`src/rtl/arps_pkg.sv`:
```
`default_nettype none
// ----------------------------------------------------------------------------
// arps_pkg: shared types and constants
// Widths, register indexes and the square-root step of the ring shader.
// ----------------------------------------------------------------------------
package arps_pkg;

  localparam int FRAC_BITS  = 8;
  localparam int OFS_W      = 11;
  localparam int CRD_W      = 12;
  localparam int RAD_CFG_W  = 10;
  localparam int PT_W       = 14;
  localparam int SUM_W      = 23;
  localparam int ROOT_W     = 20;
  localparam int RAD_W      = 2 * ROOT_W;
  localparam int REM_W      = ROOT_W + 3;
  localparam int SQ_STAGES  = ROOT_W / 2;
  localparam int T_W        = FRAC_BITS + 1;
  localparam int PROD_W     = 19;
  localparam int CFG_IDX_W  = 3;
  localparam int CFG_DATA_W = 32;

  typedef enum logic [CFG_IDX_W-1:0] {
    CFG_CENTER_X  = 3'd0,
    CFG_CENTER_Y  = 3'd1,
    CFG_RADIUS    = 3'd2,
    CFG_THICKNESS = 3'd3,
    CFG_FILLED    = 3'd4,
    CFG_FILL_COL  = 3'd5,
    CFG_OUTL_COL  = 3'd6
  } cfg_idx_e;

  // Offset carried alongside the arithmetic
  typedef struct packed {
    logic [OFS_W-1:0] x;
    logic [OFS_W-1:0] y;
  } tag_t;

  typedef struct packed {
    logic [REM_W-1:0]  rem;
    logic [ROOT_W-1:0] root;
  } sq_state_t;

  // One restoring digit of the square root
  function automatic sq_state_t sq_step(sq_state_t s, logic [1:0] pair);
    logic [REM_W-1:0] cur;
    logic [REM_W-1:0] trial;
    sq_state_t        r;
    cur   = {s.rem[REM_W-3:0], pair};
    trial = {1'b0, s.root, 2'b01};
    if (cur >= trial) begin
      r.rem  = cur - trial;
      r.root = {s.root[ROOT_W-2:0], 1'b1};
    end else begin
      r.rem  = cur;
      r.root = {s.root[ROOT_W-2:0], 1'b0};
    end
    return r;
  endfunction

endpackage
`default_nettype wire

```
`src/rtl/arps_sqrt.sv`:
```
`default_nettype none
// ----------------------------------------------------------------------------
// arps_sqrt: pipelined integer square root
// Two result bits per stage, ten stages, offset tag travels with the data.
// ----------------------------------------------------------------------------
module arps_sqrt (
  input  wire logic                        clk_i,
  input  wire logic                        rst_ni,
  input  wire logic                        en_i,
  input  wire logic                        valid_i,
  input  wire logic [arps_pkg::RAD_W-1:0]  rad_i,
  input  wire arps_pkg::tag_t              tag_i,
  output logic                             valid_o,
  output logic [arps_pkg::ROOT_W-1:0]      root_o,
  output arps_pkg::tag_t                   tag_o
);
  import arps_pkg::*;

  sq_state_t          st_q  [SQ_STAGES];
  logic [RAD_W-1:0]   rad_q [SQ_STAGES];
  tag_t               tag_q [SQ_STAGES];
  logic [SQ_STAGES-1:0] vld_q;

  for (genvar i = 0; i < SQ_STAGES; i++) begin : g_stage
    sq_state_t        st_in, st_mid, st_out;
    logic [RAD_W-1:0] rad_in;
    tag_t             tag_in;
    logic             vld_in;

    if (i == 0) begin : g_first
      assign st_in  = '0;
      assign rad_in = rad_i;
      assign tag_in = tag_i;
      assign vld_in = valid_i;
    end else begin : g_next
      assign st_in  = st_q[i-1];
      assign rad_in = rad_q[i-1];
      assign tag_in = tag_q[i-1];
      assign vld_in = vld_q[i-1];
    end

    // two digits per stage
    always_comb begin
      st_mid = sq_step(st_in, rad_in[RAD_W-1 -: 2]);
      st_out = sq_step(st_mid, rad_in[RAD_W-3 -: 2]);
    end

    always_ff @(posedge clk_i or negedge rst_ni) begin
      if (!rst_ni) begin
        vld_q[i] <= 1'b0;
      end else if (en_i) begin
        vld_q[i] <= vld_in;
      end
    end

    always_ff @(posedge clk_i) begin
      if (en_i) begin
        st_q[i]  <= st_out;
        rad_q[i] <= {rad_in[RAD_W-5:0], 4'b0000};
        tag_q[i] <= tag_in;
      end
    end
  end

  assign valid_o = vld_q[SQ_STAGES-1];
  assign root_o  = st_q[SQ_STAGES-1].root;
  assign tag_o   = tag_q[SQ_STAGES-1];

endmodule
`default_nettype wire

```
`src/rtl/arps_shade.sv`:
```
`default_nettype none
// ----------------------------------------------------------------------------
// arps_shade: band classification and colour blend products
// Stage 1 picks the band, colours and blend factor; stage 2 forms products.
// ----------------------------------------------------------------------------
module arps_shade (
  input  wire logic                            clk_i,
  input  wire logic                            rst_ni,
  input  wire logic                            en_i,
  input  wire logic                            valid_i,
  input  wire logic [arps_pkg::ROOT_W-1:0]     dist_i,
  input  wire arps_pkg::tag_t                  tag_i,
  input  wire logic [arps_pkg::RAD_CFG_W-1:0]  radius_i,
  input  wire logic [arps_pkg::RAD_CFG_W-1:0]  thickness_i,
  input  wire logic                            filled_i,
  input  wire logic [31:0]                     fill_color_i,
  input  wire logic [31:0]                     outline_color_i,
  output logic                                 valid_o,
  output arps_pkg::tag_t                       tag_o,
  output logic [3:0][7:0]                      base_o,
  output logic [3:0][arps_pkg::PROD_W-1:0]     prod_o
);
  import arps_pkg::*;

  localparam int CMP_W = ROOT_W + 2;
  localparam logic signed [CMP_W-1:0] HALF = CMP_W'(1 << (FRAC_BITS - 1));
  localparam logic [T_W-1:0]          ONE  = T_W'(1 << FRAC_BITS);

  typedef enum logic [2:0] {
    BAND_FILL, BAND_INNER, BAND_RING, BAND_FADE, BAND_NONE
  } band_e;

  // Blend factor clamped to [0, ONE]
  function automatic logic [T_W-1:0] clamp_t(logic signed [CMP_W-1:0] v);
    if (v < 0) begin
      return '0;
    end else if (v > $signed({{(CMP_W-T_W){1'b0}}, ONE})) begin
      return ONE;
    end else begin
      return v[T_W-1:0];
    end
  endfunction

  // ---- classification ----
  logic signed [RAD_CFG_W:0] rin_w;
  logic signed [CMP_W-1:0]   d_s, rin_s, rout_s;
  logic signed [CMP_W-1:0]   lo_in, hi_in, lo_out, hi_out;
  logic [31:0]               under_col;
  band_e                     band;
  logic [31:0]               c1_d, c2_d;
  logic [T_W-1:0]            t_d;

  always_comb begin
    rin_w     = $signed({1'b0, radius_i}) - $signed({1'b0, thickness_i});
    d_s       = $signed({2'b00, dist_i});
    rin_s     = CMP_W'($signed({rin_w, {FRAC_BITS{1'b0}}}));
    rout_s    = $signed({{(CMP_W-RAD_CFG_W-FRAC_BITS){1'b0}}, radius_i,
                         {FRAC_BITS{1'b0}}});
    lo_in     = rin_s - HALF;
    hi_in     = rin_s + HALF;
    lo_out    = rout_s - HALF;
    hi_out    = rout_s + HALF;
    under_col = filled_i ? fill_color_i : 32'h0;

    if (d_s <= lo_in) begin
      band = BAND_FILL;
    end else if (d_s < hi_in) begin
      band = BAND_INNER;
    end else if (d_s <= lo_out) begin
      band = BAND_RING;
    end else if (d_s < hi_out) begin
      band = BAND_FADE;
    end else begin
      band = BAND_NONE;
    end

    case (band)
      BAND_FILL: begin
        c1_d = under_col;       c2_d = under_col;     t_d = '0;
      end
      BAND_INNER: begin
        c1_d = under_col;       c2_d = outline_color_i;
        t_d  = clamp_t(d_s - lo_in);
      end
      BAND_RING: begin
        c1_d = outline_color_i; c2_d = outline_color_i; t_d = '0;
      end
      BAND_FADE: begin
        // colour kept, alpha ramps from zero
        c1_d = {outline_color_i[31:8], 8'h00}; c2_d = outline_color_i;
        t_d  = clamp_t(hi_out - d_s);
      end
      default: begin
        c1_d = '0;              c2_d = '0;            t_d = '0;
      end
    endcase
  end

  logic           v1_q;
  tag_t           tag1_q;
  logic [31:0]    c1_q, c2_q;
  logic [T_W-1:0] t_q;

  // ---- blend products ----
  logic [3:0][PROD_W-1:0] prod_d;
  always_comb begin
    for (int ch = 0; ch < 4; ch++) begin
      prod_d[ch] = PROD_W'($signed({1'b0, t_q}) *
                   ($signed({1'b0, c2_q[8*ch +: 8]}) - $signed({1'b0, c1_q[8*ch +: 8]})));
    end
  end

  logic v2_q;

  always_ff @(posedge clk_i or negedge rst_ni) begin
    if (!rst_ni) begin
      v1_q <= 1'b0;
      v2_q <= 1'b0;
    end else if (en_i) begin
      v1_q <= valid_i;
      v2_q <= v1_q;
    end
  end

  always_ff @(posedge clk_i) begin
    if (en_i) begin
      tag1_q <= tag_i;
      c1_q   <= c1_d;
      c2_q   <= c2_d;
      t_q    <= t_d;
      tag_o  <= tag1_q;
      base_o <= c1_q;
      prod_o <= prod_d;
    end
  end

  assign valid_o = v2_q;

endmodule
`default_nettype wire

```
`src/rtl/arps_emit.sv`:
```
`default_nettype none
// ----------------------------------------------------------------------------
// arps_emit: colour finish and mirrored point emission
// Holds an offset; sends its up to four mirrored points, one per unstalled cycle.
// ----------------------------------------------------------------------------
module arps_emit (
  input  wire logic                            clk_i,
  input  wire logic                            rst_ni,
  input  wire logic                            valid_i,
  input  wire arps_pkg::tag_t                  tag_i,
  input  wire logic [3:0][7:0]                 base_i,
  input  wire logic [3:0][arps_pkg::PROD_W-1:0] prod_i,
  input  wire logic [arps_pkg::CRD_W-1:0]      center_x_i,
  input  wire logic [arps_pkg::CRD_W-1:0]      center_y_i,
  output logic                                 en_o,
  output logic                                 out_valid_o,
  input  wire logic                            out_stall_i,
  output logic signed [arps_pkg::PT_W-1:0]     point_x_o,
  output logic signed [arps_pkg::PT_W-1:0]     point_y_o,
  output logic [7:0]                           red_o,
  output logic [7:0]                           green_o,
  output logic [7:0]                           blue_o,
  output logic [7:0]                           alpha_o,
  output logic                                 last_o
);
  import arps_pkg::*;

  logic [3:0]      pend_q, pend_d;
  logic [3:0]      cur;
  logic [31:0]     col_q, col_d;
  logic [PT_W-1:0] xp_q, xn_q, yp_q, yn_q;
  logic            fire, load;

  // Finish channels: base*ONE + product, then drop fraction
  always_comb begin
    for (int ch = 0; ch < 4; ch++) begin
      col_d[8*ch +: 8] = 8'(($signed({2'b00, base_i[ch], {FRAC_BITS{1'b0}}}) +
                          $signed(prod_i[ch])) >>> FRAC_BITS);
    end
  end

  // Lowest pending point goes first
  always_comb begin
    cur = pend_q & (~pend_q + 4'd1);
  end

  assign out_valid_o = |pend_q;
  assign last_o      = ((pend_q & ~cur) == 4'b0000);
  assign fire        = out_valid_o && !out_stall_i;
  assign en_o        = !out_valid_o || (fire && last_o);
  assign load        = en_o && valid_i && (col_d[7:0] != 8'h00);

  always_comb begin
    pend_d = pend_q;
    if (fire) begin
      pend_d = pend_q & ~cur;
    end
    if (load) begin
      pend_d = {(tag_i.x != '0) && (tag_i.y != '0), tag_i.y != '0, tag_i.x != '0, 1'b1};
    end
  end

  always_ff @(posedge clk_i or negedge rst_ni) begin
    if (!rst_ni) begin
      pend_q <= '0;
    end else begin
      pend_q <= pend_d;
    end
  end

  // Coordinates and colour for the held offset
  always_ff @(posedge clk_i) begin
    if (load) begin
      col_q <= col_d;
      xp_q  <= {2'b00, center_x_i} + {3'b000, tag_i.x};
      xn_q  <= {2'b00, center_x_i} - {3'b000, tag_i.x};
      yp_q  <= {2'b00, center_y_i} + {3'b000, tag_i.y};
      yn_q  <= {2'b00, center_y_i} - {3'b000, tag_i.y};
    end
  end

  assign point_x_o = (cur[1] || cur[3]) ? xn_q : xp_q;
  assign point_y_o = (cur[2] || cur[3]) ? yn_q : yp_q;
  assign red_o     = col_q[31:24];
  assign green_o   = col_q[23:16];
  assign blue_o    = col_q[15:8];
  assign alpha_o   = col_q[7:0];

endmodule
`default_nettype wire

```
`src/rtl/antialiased_ring_pixel_shader_core.sv`:
```
`default_nettype none
// ----------------------------------------------------------------------------
// antialiased_ring_pixel_shader_core: antialiased ring pixel shader
// Shades one quadrant offset and emits its mirrored, coloured points.
// ----------------------------------------------------------------------------
// Usage:
//   Input channel in_valid_i / in_stall_o carries one offset (x, y) per
//   transaction. Output channel out_valid_o / out_stall_i carries one point
//   per transaction; last_o marks the final point of an offset.
//   Configuration is written through cfg_we_i / cfg_idx_i / cfg_data_i while
//   the block is idle; unknown indexes are ignored.
//   Throughput: the pipeline takes one offset per cycle when not stalled; the
//   emitter sends one point per cycle when out_stall_i is low, so an offset
//   yielding N points (1 to 4) takes N output transactions. Offsets with zero
//   alpha emit no point and take no output transaction.
//   The path is a 2-stage square/sum, a 10-stage square root (two result bits
//   per stage), classification, blend product and the point emitter.
//   Reset clears all valid bits and loads register defaults (thickness 1).
//   When the receiver stalls a pending point the whole pipeline holds; in_stall_o
//   is high while the emitter holds points, except in the cycle its last one leaves.
// ----------------------------------------------------------------------------
module antialiased_ring_pixel_shader_core (
  input  wire logic                              clk_i,
  input  wire logic                              rst_ni,
  input  wire logic                              cfg_we_i,
  input  wire logic [arps_pkg::CFG_IDX_W-1:0]    cfg_idx_i,
  input  wire logic [arps_pkg::CFG_DATA_W-1:0]   cfg_data_i,
  input  wire logic                              in_valid_i,
  output logic                                   in_stall_o,
  input  wire logic [arps_pkg::OFS_W-1:0]        offset_x_i,
  input  wire logic [arps_pkg::OFS_W-1:0]        offset_y_i,
  output logic                                   out_valid_o,
  input  wire logic                              out_stall_i,
  output logic signed [arps_pkg::PT_W-1:0]       point_x_o,
  output logic signed [arps_pkg::PT_W-1:0]       point_y_o,
  output logic [7:0]                             red_o,
  output logic [7:0]                             green_o,
  output logic [7:0]                             blue_o,
  output logic [7:0]                             alpha_o,
  output logic                                   last_o
);
  import arps_pkg::*;

  // ---- configuration registers ----
  logic [CRD_W-1:0]     center_x_q, center_y_q;
  logic [RAD_CFG_W-1:0] radius_q, thickness_q;
  logic                 filled_q;
  logic [31:0]          fill_col_q, outl_col_q;

  always_ff @(posedge clk_i or negedge rst_ni) begin
    if (!rst_ni) begin
      center_x_q  <= '0;
      center_y_q  <= '0;
      radius_q    <= '0;
      thickness_q <= RAD_CFG_W'(1);
      filled_q    <= 1'b0;
      fill_col_q  <= '0;
      outl_col_q  <= '0;
    end else if (cfg_we_i) begin
      case (cfg_idx_i)
        CFG_CENTER_X:  center_x_q  <= cfg_data_i[CRD_W-1:0];
        CFG_CENTER_Y:  center_y_q  <= cfg_data_i[CRD_W-1:0];
        CFG_RADIUS:    radius_q    <= cfg_data_i[RAD_CFG_W-1:0];
        CFG_THICKNESS: thickness_q <= cfg_data_i[RAD_CFG_W-1:0];
        CFG_FILLED:    filled_q    <= cfg_data_i[0];
        CFG_FILL_COL:  fill_col_q  <= cfg_data_i;
        CFG_OUTL_COL:  outl_col_q  <= cfg_data_i;
        default: ;
      endcase
    end
  end

  logic en;
  assign in_stall_o = !en;

  // ---- squares, then their sum ----
  logic                    va_q, vb_q;
  logic [2*OFS_W-1:0]      xx_q, yy_q;
  logic [SUM_W-1:0]        sum_q;
  tag_t                    taga_q, tagb_q;

  always_ff @(posedge clk_i or negedge rst_ni) begin
    if (!rst_ni) begin
      va_q <= 1'b0;
      vb_q <= 1'b0;
    end else if (en) begin
      va_q <= in_valid_i;
      vb_q <= va_q;
    end
  end

  always_ff @(posedge clk_i) begin
    if (en) begin
      xx_q   <= offset_x_i * offset_x_i;
      yy_q   <= offset_y_i * offset_y_i;
      taga_q <= '{x: offset_x_i, y: offset_y_i};
      sum_q  <= {1'b0, xx_q} + {1'b0, yy_q};
      tagb_q <= taga_q;
    end
  end

  // ---- distance ----
  logic              sq_v;
  logic [ROOT_W-1:0] sq_dist;
  tag_t              sq_tag;

  arps_sqrt u_sqrt (
    .clk_i   (clk_i),
    .rst_ni  (rst_ni),
    .en_i    (en),
    .valid_i (vb_q),
    .rad_i   ({{(RAD_W-SUM_W-2*FRAC_BITS){1'b0}}, sum_q, {(2*FRAC_BITS){1'b0}}}),
    .tag_i   (tagb_q),
    .valid_o (sq_v),
    .root_o  (sq_dist),
    .tag_o   (sq_tag)
  );

  // ---- shading ----
  logic                   sh_v;
  tag_t                   sh_tag;
  logic [3:0][7:0]        sh_base;
  logic [3:0][PROD_W-1:0] sh_prod;

  arps_shade u_shade (
    .clk_i           (clk_i),
    .rst_ni          (rst_ni),
    .en_i            (en),
    .valid_i         (sq_v),
    .dist_i          (sq_dist),
    .tag_i           (sq_tag),
    .radius_i        (radius_q),
    .thickness_i     (thickness_q),
    .filled_i        (filled_q),
    .fill_color_i    (fill_col_q),
    .outline_color_i (outl_col_q),
    .valid_o         (sh_v),
    .tag_o           (sh_tag),
    .base_o          (sh_base),
    .prod_o          (sh_prod)
  );

  // ---- emission ----
  arps_emit u_emit (
    .clk_i       (clk_i),
    .rst_ni      (rst_ni),
    .valid_i     (sh_v),
    .tag_i       (sh_tag),
    .base_i      (sh_base),
    .prod_i      (sh_prod),
    .center_x_i  (center_x_q),
    .center_y_i  (center_y_q),
    .en_o        (en),
    .out_valid_o (out_valid_o),
    .out_stall_i (out_stall_i),
    .point_x_o   (point_x_o),
    .point_y_o   (point_y_o),
    .red_o       (red_o),
    .green_o     (green_o),
    .blue_o      (blue_o),
    .alpha_o     (alpha_o),
    .last_o      (last_o)
  );

`ifndef SYNTHESIS
  // idle output never blocks the input
  a_idle_no_stall : assert property (@(posedge clk_i) disable iff (!rst_ni)
    !out_valid_o |-> !in_stall_o) else $error("stall while output idle");

  // a point that is not last is followed by another
  a_more_points : assert property (@(posedge clk_i) disable iff (!rst_ni)
    out_valid_o && !out_stall_i && !last_o |=> out_valid_o)
    else $error("points lost after non-last point");

  // points are never emitted with zero alpha
  a_alpha_nonzero : assert property (@(posedge clk_i) disable iff (!rst_ni)
    out_valid_o |-> alpha_o != 8'h00) else $error("transparent point emitted");
`endif

endmodule
`default_nettype wire

```
`config.mk`:
```
export PLATFORM = sky130hd
export DESIGN_NAME = antialiased_ring_pixel_shader_core
export DESIGN_NICKNAME = d
export VERILOG_FILES = /design/src/rtl/arps_pkg.sv /design/src/rtl/arps_sqrt.sv /design/src/rtl/arps_shade.sv /design/src/rtl/arps_emit.sv /design/src/rtl/antialiased_ring_pixel_shader_core.sv
export SDC_FILE = /design/constraint.sdc
export NUM_CORES = 2
export LEC_CHECK = 0
export BUFFER_PORTS_ARGS = -buffer_cell sky130_fd_sc_hd__buf_2
export CAP_MARGIN = 20
export CORE_UTILIZATION = 54
export CTS_BUF_LIST = sky130_fd_sc_hd__clkbuf_8 sky130_fd_sc_hd__clkbuf_16
export DETAILED_ROUTE_END_ITERATION = 8
export GPL_TIMING_DRIVEN = 0
export MAX_ROUTING_LAYER = met4
export PLACE_DENSITY = 0.81
export SETUP_SLACK_MARGIN = 0.15
export SYNTH_ARGS = -nofsm -noshare
export SYNTH_HDL_FRONTEND = slang
export SYNTH_SLANG_ARGS = --single-unit
```
`constraint.sdc`:
```
create_clock -name clk_i -period 75.4 [get_ports clk_i]
set_clock_uncertainty 0.05 [all_clocks]
set_input_delay 11.31 -clock clk_i [delete_from_list [all_inputs] [get_ports clk_i]]
set_output_delay 11.31 -clock clk_i [all_outputs]
set_load 0.02 [all_outputs]
```
After elaboration in Yosys (flattened, before gate mapping)
Memory sizes are Yosys's and may differ from the RTL's. A register that Yosys moved wholly into a read port is not among the register bits.
Index checks and enable logic that the tools add are counted.
{"block": "word_totals", "reg_bits": 517, "ramBits": 1010, "inputBits": 62, "out_inout_bits": 63, "word_cells": 204, "memories": 3}
{"block": "classes", "add_sub_neg": 41, "n_mul": 6, "n_lt_le_gt_ge": 28, "n_eq_ne": 9, "muxes": 38, "bitwise_logic": 4, "reduce_logical": 28}
{"name": "u_sqrt.st_q", "words": 10, "word_bits": 43, "read_ports": 10, "rd_ports_with_merged_regs": 0, "write_ports": 10, "line": "arps_sqrt.sv:19", "text": "sq_state_t st_q [SQ_STAGES];"}
{"name": "u_sqrt.rad_q", "words": 10, "word_bits": 36, "read_ports": 9, "rd_ports_with_merged_regs": 0, "write_ports": 10, "line": "arps_sqrt.sv:20", "text": "logic [RAD_W-1:0] rad_q [SQ_STAGES];"}
{"name": "u_sqrt.tag_q", "words": 10, "word_bits": 22, "read_ports": 10, "rd_ports_with_merged_regs": 1, "write_ports": 10, "line": "arps_sqrt.sv:21", "text": "tag_t tag_q [SQ_STAGES];"}
{"cell": "$ge A23 B22 Y1", "n": 19}
{"cell": "$mux W43", "n": 10}
{"cell": "$mux W41", "n": 10}
{"cell": "$sub A23 B22 Y23", "n": 10}
{"cell": "$sub A21 B21 Y21", "n": 9}
{"cell": "$pmux W32 S3", "n": 1}
{"cell": "$add A16 B16 Y16", "n": 4}
{"cell": "$mul A10 B9 Y16", "n": 4}
{"cell": "$pmux W32 S2", "n": 1}
{"cell": "$gt A22 B10 Y1 const B", "n": 2}
{"cell": "$lt A21 B22 Y1", "n": 2}
{"cell": "$lt A22 B1 Y1 const B", "n": 2}
{"cell": "$mul A11 B11 Y22", "n": 2}
{"cell": "$mux W9", "n": 4}
{"cell": "$sub A8 B8 Y9", "n": 4}
{"cell": "$mux W32", "n": 1}
{"cell": "$mux W14", "n": 2}
{"cell": "$add A12 B11 Y13", "n": 2}
{"cell": "$sub A12 B11 Y13", "n": 2}
{"cell": "$add A22 B22 Y23", "n": 1}
{"cell": "$le A21 B22 Y1", "n": 1}
{"cell": "$reduce_bool A11 Y1", "n": 2}
{"cell": "$sub A21 B20 Y22", "n": 1}
{"cell": "$le A21 B20 Y1", "n": 1}
{"cell": "other kinds (29)", "n": 57}

Depth between registers and ports, before layout
{"block": "depth", "ltp_word": 11, "ltp_mapped": 30, "depth_no_buf": 30}

Modules after synthesis
Synthesis repeated with hierarchy kept, for this count alone.
{"block": "unflattened", "hier_cells": 7257, "hier_area_um2": 81336.8}
{"module": "arps_sqrt", "instances": 1, "cells_each": 3175, "area_per_inst_um2": 37224.5, "seq_area_each_um2": 20910.1}
{"module": "arps_shade", "instances": 1, "cells_each": 2265, "area_per_inst_um2": 22978.3, "seq_area_each_um2": 6806.5}
{"module": "antialiased_ring_pixel_shader_core", "instances": 1, "cells_each": 1216, "area_per_inst_um2": 14799.2, "seq_area_each_um2": 5992.0}
{"module": "arps_emit", "instances": 1, "cells_each": 601, "area_per_inst_um2": 6334.8, "seq_area_each_um2": 2562.5}

Worst setup path before layout
No wires, ideal clock.
{"block": "synth_path", "kind": "input port to flip-flop", "from": "in out_stall_i", "to": "reg sum_q[0], enable pin", "setup_ps": 1546, "t_arrival_ps": 34646, "t_required_ps": 73804, "setup_slack_ps": 39158, "stages": 2, "n_path_buf": 1, "path_cell_list": "o21ai_1 -> clkbuf_1"}
{"block": "synth_between", "elab_chain_cells": 4}
{"item": "start: declaration", "line": "antialiased_ring_pixel_shader_core.sv:33", "text": "input wire logic out_stall_i,"}
{"item": "$logic_not A1 Y1", "line": "arps_emit.sv:49", "text": "assign fire = out_valid_o && !out_stall_i;"}
{"item": "$logic_and A1 B1 Y1", "line": "arps_emit.sv:49"}
{"item": "$logic_and A1 B1 Y1", "line": "arps_emit.sv:50", "text": "assign en_o = !out_valid_o || (fire && last_o);"}
{"item": "$logic_or A1 B1 Y1", "line": "arps_emit.sv:50"}
{"item": "end signal: assignment", "line": "antialiased_ring_pixel_shader_core.sv:97", "text": "sum_q <= {1'b0, xx_q} + {1'b0, yy_q};"}
{"item": "end: declaration", "line": "antialiased_ring_pixel_shader_core.sv:79", "text": "logic [SUM_W-1:0] sum_q;"}
Every way passes these cells.
A chain may end at the register's enable or synchronous reset.

Worst setup path in the final report
{"block": "layout_path", "from": "in out_stall_i", "to": "out in_stall_o"}
{"block": "layout_between", "elab_chain_cells": 5}
{"item": "$logic_not A1 Y1", "line": "arps_emit.sv:49"}
{"item": "$logic_and A1 B1 Y1", "line": "arps_emit.sv:49"}
{"item": "$logic_and A1 B1 Y1", "line": "arps_emit.sv:50"}
{"item": "$logic_or A1 B1 Y1", "line": "arps_emit.sv:50"}
{"item": "$logic_not A1 Y1", "line": "antialiased_ring_pixel_shader_core.sv:74", "text": "assign in_stall_o = !en;"}
{"item": "end: declaration", "line": "antialiased_ring_pixel_shader_core.sv:29", "text": "output logic in_stall_o,"}
Every way passes these cells.

==> metrics.csv <==
metric,value,unit
worst_hold_path_type,register to register,
slew_viol_final,0,
worstReg2RegStart,u_shade.c2_q[8],
syn_area,70900,um^2
cts_resized,0,
dieArea,133000,um^2
outcome,"finished, final reports clean",
ys_seq_elements,1057,
drtAntennaViolNets,0,
cts_sinks,1057,
fmax,0.0409,GHz
num_vias,47500,
slowest_stage,o21ai_1,
synth_cell_types,105,
gr-total-overflow,0,
drtIter0Drc,3618,
die_w,364,um
ys.flop_type,edfxtp_1,
clockBufferDepth,3,
drtPass1Iterations,5,
die_h,364,um
wl_per_cell,18.4,um
syn_inst,6313,
crit_path_frequent_cell,buf_2,
nNetsFinal,7613,
hp-start,u_sqrt.tag_q[2][21],
grt_pass1_vias,48100,
gp_congestion,0.928,
antenna_found_initial,14,
finalSetupViolations,0,
insertion_delay,0.74,ns
slowest_delay,0.80,ns
start_util,54.6,%
cp_data_arrival_time,13.07,ns
dp_slack,51.07,ns
cts_max_level,3,
cp_cell_sequence,buf_2 > o21ai_1 > inv_1 > clkbuf_1 > buf_2,
cts_inserted_buffers,109,
cp-end-kind,primary output,
worstMarginPinSlew,1.05,ns
cp.required,64.04,ns
area_delta_synth_final,9.73,%
drive_gt1_share,8.65,%
grt_pass1_wl,248,mm
rows,132,
detail_route.vias_per_cell,5.65,
num_io_pins,125,
crit_type,input pin to primary output,
slew_headroom,29.1,%
postCtsHoldBufs,0,
finalNonFillerCells,8413,
drc,0,
grt_max_degree,101,
maxCapViolCount,0,
finalCritPeriodShare,32.4,%
critical_path.startpoint_type,input pin,
worst-path-buf-inv,4,
cts_setup_buffers,0,
avgSynthCellArea,11.2,um^2
cp_top_family,buffers and inverters,
ys_async_sr_fraction,12.0,%
cts_tree,built,
crit_fanout,10,
syn_nets,7361,
port_buffers,124,
rsz0062_at_grt,no,
clk_root_buffer_cell,clkbuf_16,
synth_edf_count,930,
grt_usage,24.3,%
yosys_warnings,0,
hold_viol,0,
worstSetupStartpoint,out_stall_i,
placed_cells,8196,
min_period,24.43,ns
ys_seq_area_share,43.9,%
finalSetupTns,0,ns
clk_pin_slew_worst_paths,0.06,ns
fin_ws,50.97,ns
dp_hpwl,118,mm
core_area,130000,um^2
routed_wl,155,mm
==> Yosys cell counts (14+ instances only) <==
library cell | n | area share [%]
edfxtp_1 | 930 | 39
inv_1 | 811 | 4.3
ha_1 | 644 | 11
nand2_1 | 486 | 2.6
nor2_1 | 344 | 1.8
fa_1 | 342 | 9.7
a21oi_1 | 313 | 2.2
xnor2_1 | 287 | 3.5
o21ai_0 | 215 | 1.5
and2_1 | 177 | 1.6
mux2_2 | 169 | 2.7
xor2_1 | 140 | 1.7
dfrtp_1 | 126 | 4.5
clkbuf_1 | 116 | 0.61
nor3_1 | 105 | 0.74
nand2b_1 | 103 | 0.91
a21o_1 | 93 | 0.99
nor2b_1 | 75 | 0.66
o21a_1 | 71 | 0.75
a22o_1 | 66 | 0.82
nand3_1 | 65 | 0.46
o21bai_1 | 62 | 0.66
or3_1 | 45 | 0.40
and3_1 | 38 | 0.34
nor4_1 | 31 | 0.27
nand4_1 | 28 | 0.25
a211oi_1 | 26 | 0.28
o31ai_1 | 26 | 0.28
or2_2 | 23 | 0.20
o211ai_1 | 21 | 0.22
mux2i_1 | 19 | 0.27
a31oi_1 | 17 | 0.15
nand3b_1 | 17 | 0.18
a21boi_0 | 16 | 0.17
o41ai_1 | 15 | 0.19
nor3b_1 | 14 | 0.15
==> worst reg2reg max path, delay by kind of cell (launching register included) <==
| kind | cells | cell delay (ns) |
|---|---|---|
| simple gates | 5 | 0.68 |
| flops | 1 | 0.35 |
| xor+xnor | 1 | 0.08 |
| fa+ha+maj | 8 | 3.55 |
| buf+inv | 5 | 0.29 |
| compound gates | 10 | 2.44 |
==> cells by family after synthesis <==
family	Yosys count	share of synthesized area (%)
XOR/XNOR	428	5.32
AND/OR/NAND/NOR	1619	11.5
buffers and inverters	952	5.13
AO/OA/AOI/OAI	1080	10.1
multiplexers	190	2.99
flip-flops	1057	43.9
adder cells (fa/ha/maj)	987	21.1
==> sequential cells by signal, indices dropped and copies added, names as in the netlist, 23 cells and up <==
name and flops:
fill_col_q 32, outl_col_q 32, sum_q 23, u_emit.col_q 32, u_shade.base_o 32, u_shade.c1_q 32, u_shade.c2_q 32, u_shade.prod_o 32
u_sqrt.rad_q 60, u_sqrt.st_q 280, u_sqrt.tag_q 220
==> per-layer routing <==
| metal | wire length [um] | track usage, % | vias up |
|---|---|---|---|
| met5 | 0 | - | - |
| met4 | 5210 | 8.35 | 0 |
| met3 | 10300 | 4.86 | 302 |
| met2 | 74900 | 39.9 | 1396 |
| met1 | 64400 | 29.8 | 23300 |
| li1 | - | - | 22600 |
==> through the flow <==
step	instance area (um^2)	utilization [%]	hold WS (ns)
after floorplan	70900	-	0.350
after global placement	73700	56.7	0.350
after detailed placement	74100	57.1	0.355
after CTS	77700	59.9	0.333
after global routing	77700	59.9	0.337
final	77700	59.9	0.332
==> area by class of cell <==
cell class	instances	area (um^2)
Antenna cell	11	27.5
Fill cell	10200	52100
Timing Repair Buffer	141	1050
Sequential cell	1057	31100
Clock inverter	89	737
Tap cell	1742	2180
Inverter	817	3080
Clock buffer	117	2880
Multi-Input combinational cell	4304	36100
Buffer	135	556
==> worst paths after layout <==
path	to	slack, ns	depth (start not counted)
max	in_stall_o	50.97	5
min	u_sqrt.tag_q[3][21]	0.33	0
min in group asynchronous	u_sqrt.g_stage[5].vld_in	10.45	1
max reg2reg	u_shade.prod_o[34]	67.70	29
min reg2reg	u_sqrt.tag_q[3][21]	0.33	0
max in group asynchronous	thickness_q[6]	63.98	2
==> cell usage in the layout (no fill, tap or decap), types with 31 or more instances in the layout <==
cell type,instances
and3_1,38
and2_1,177
nor2b_1,75
nand2b_1,103
clkbuf_1,115
xnor2_1,287
nand2_1,486
a21o_1,93
nor2_1,344
nand3_1,65
ha_1,644
o21a_1,71
o21bai_1,62
fa_1,342
inv_1,835
a22o_1,66
xor2_1,140
mux2_2,169
or3_1,45
nor3_1,105
buf_2,136
nor4_1,31
dfrtp_1,126
clkbuf_16,113
a21oi_1,313
edfxtp_1,930
o21ai_0,215
Power is left out: the tool's default activity adds up to more than one toggle a clock period on the data nets, which glitch-free logic cannot reach.
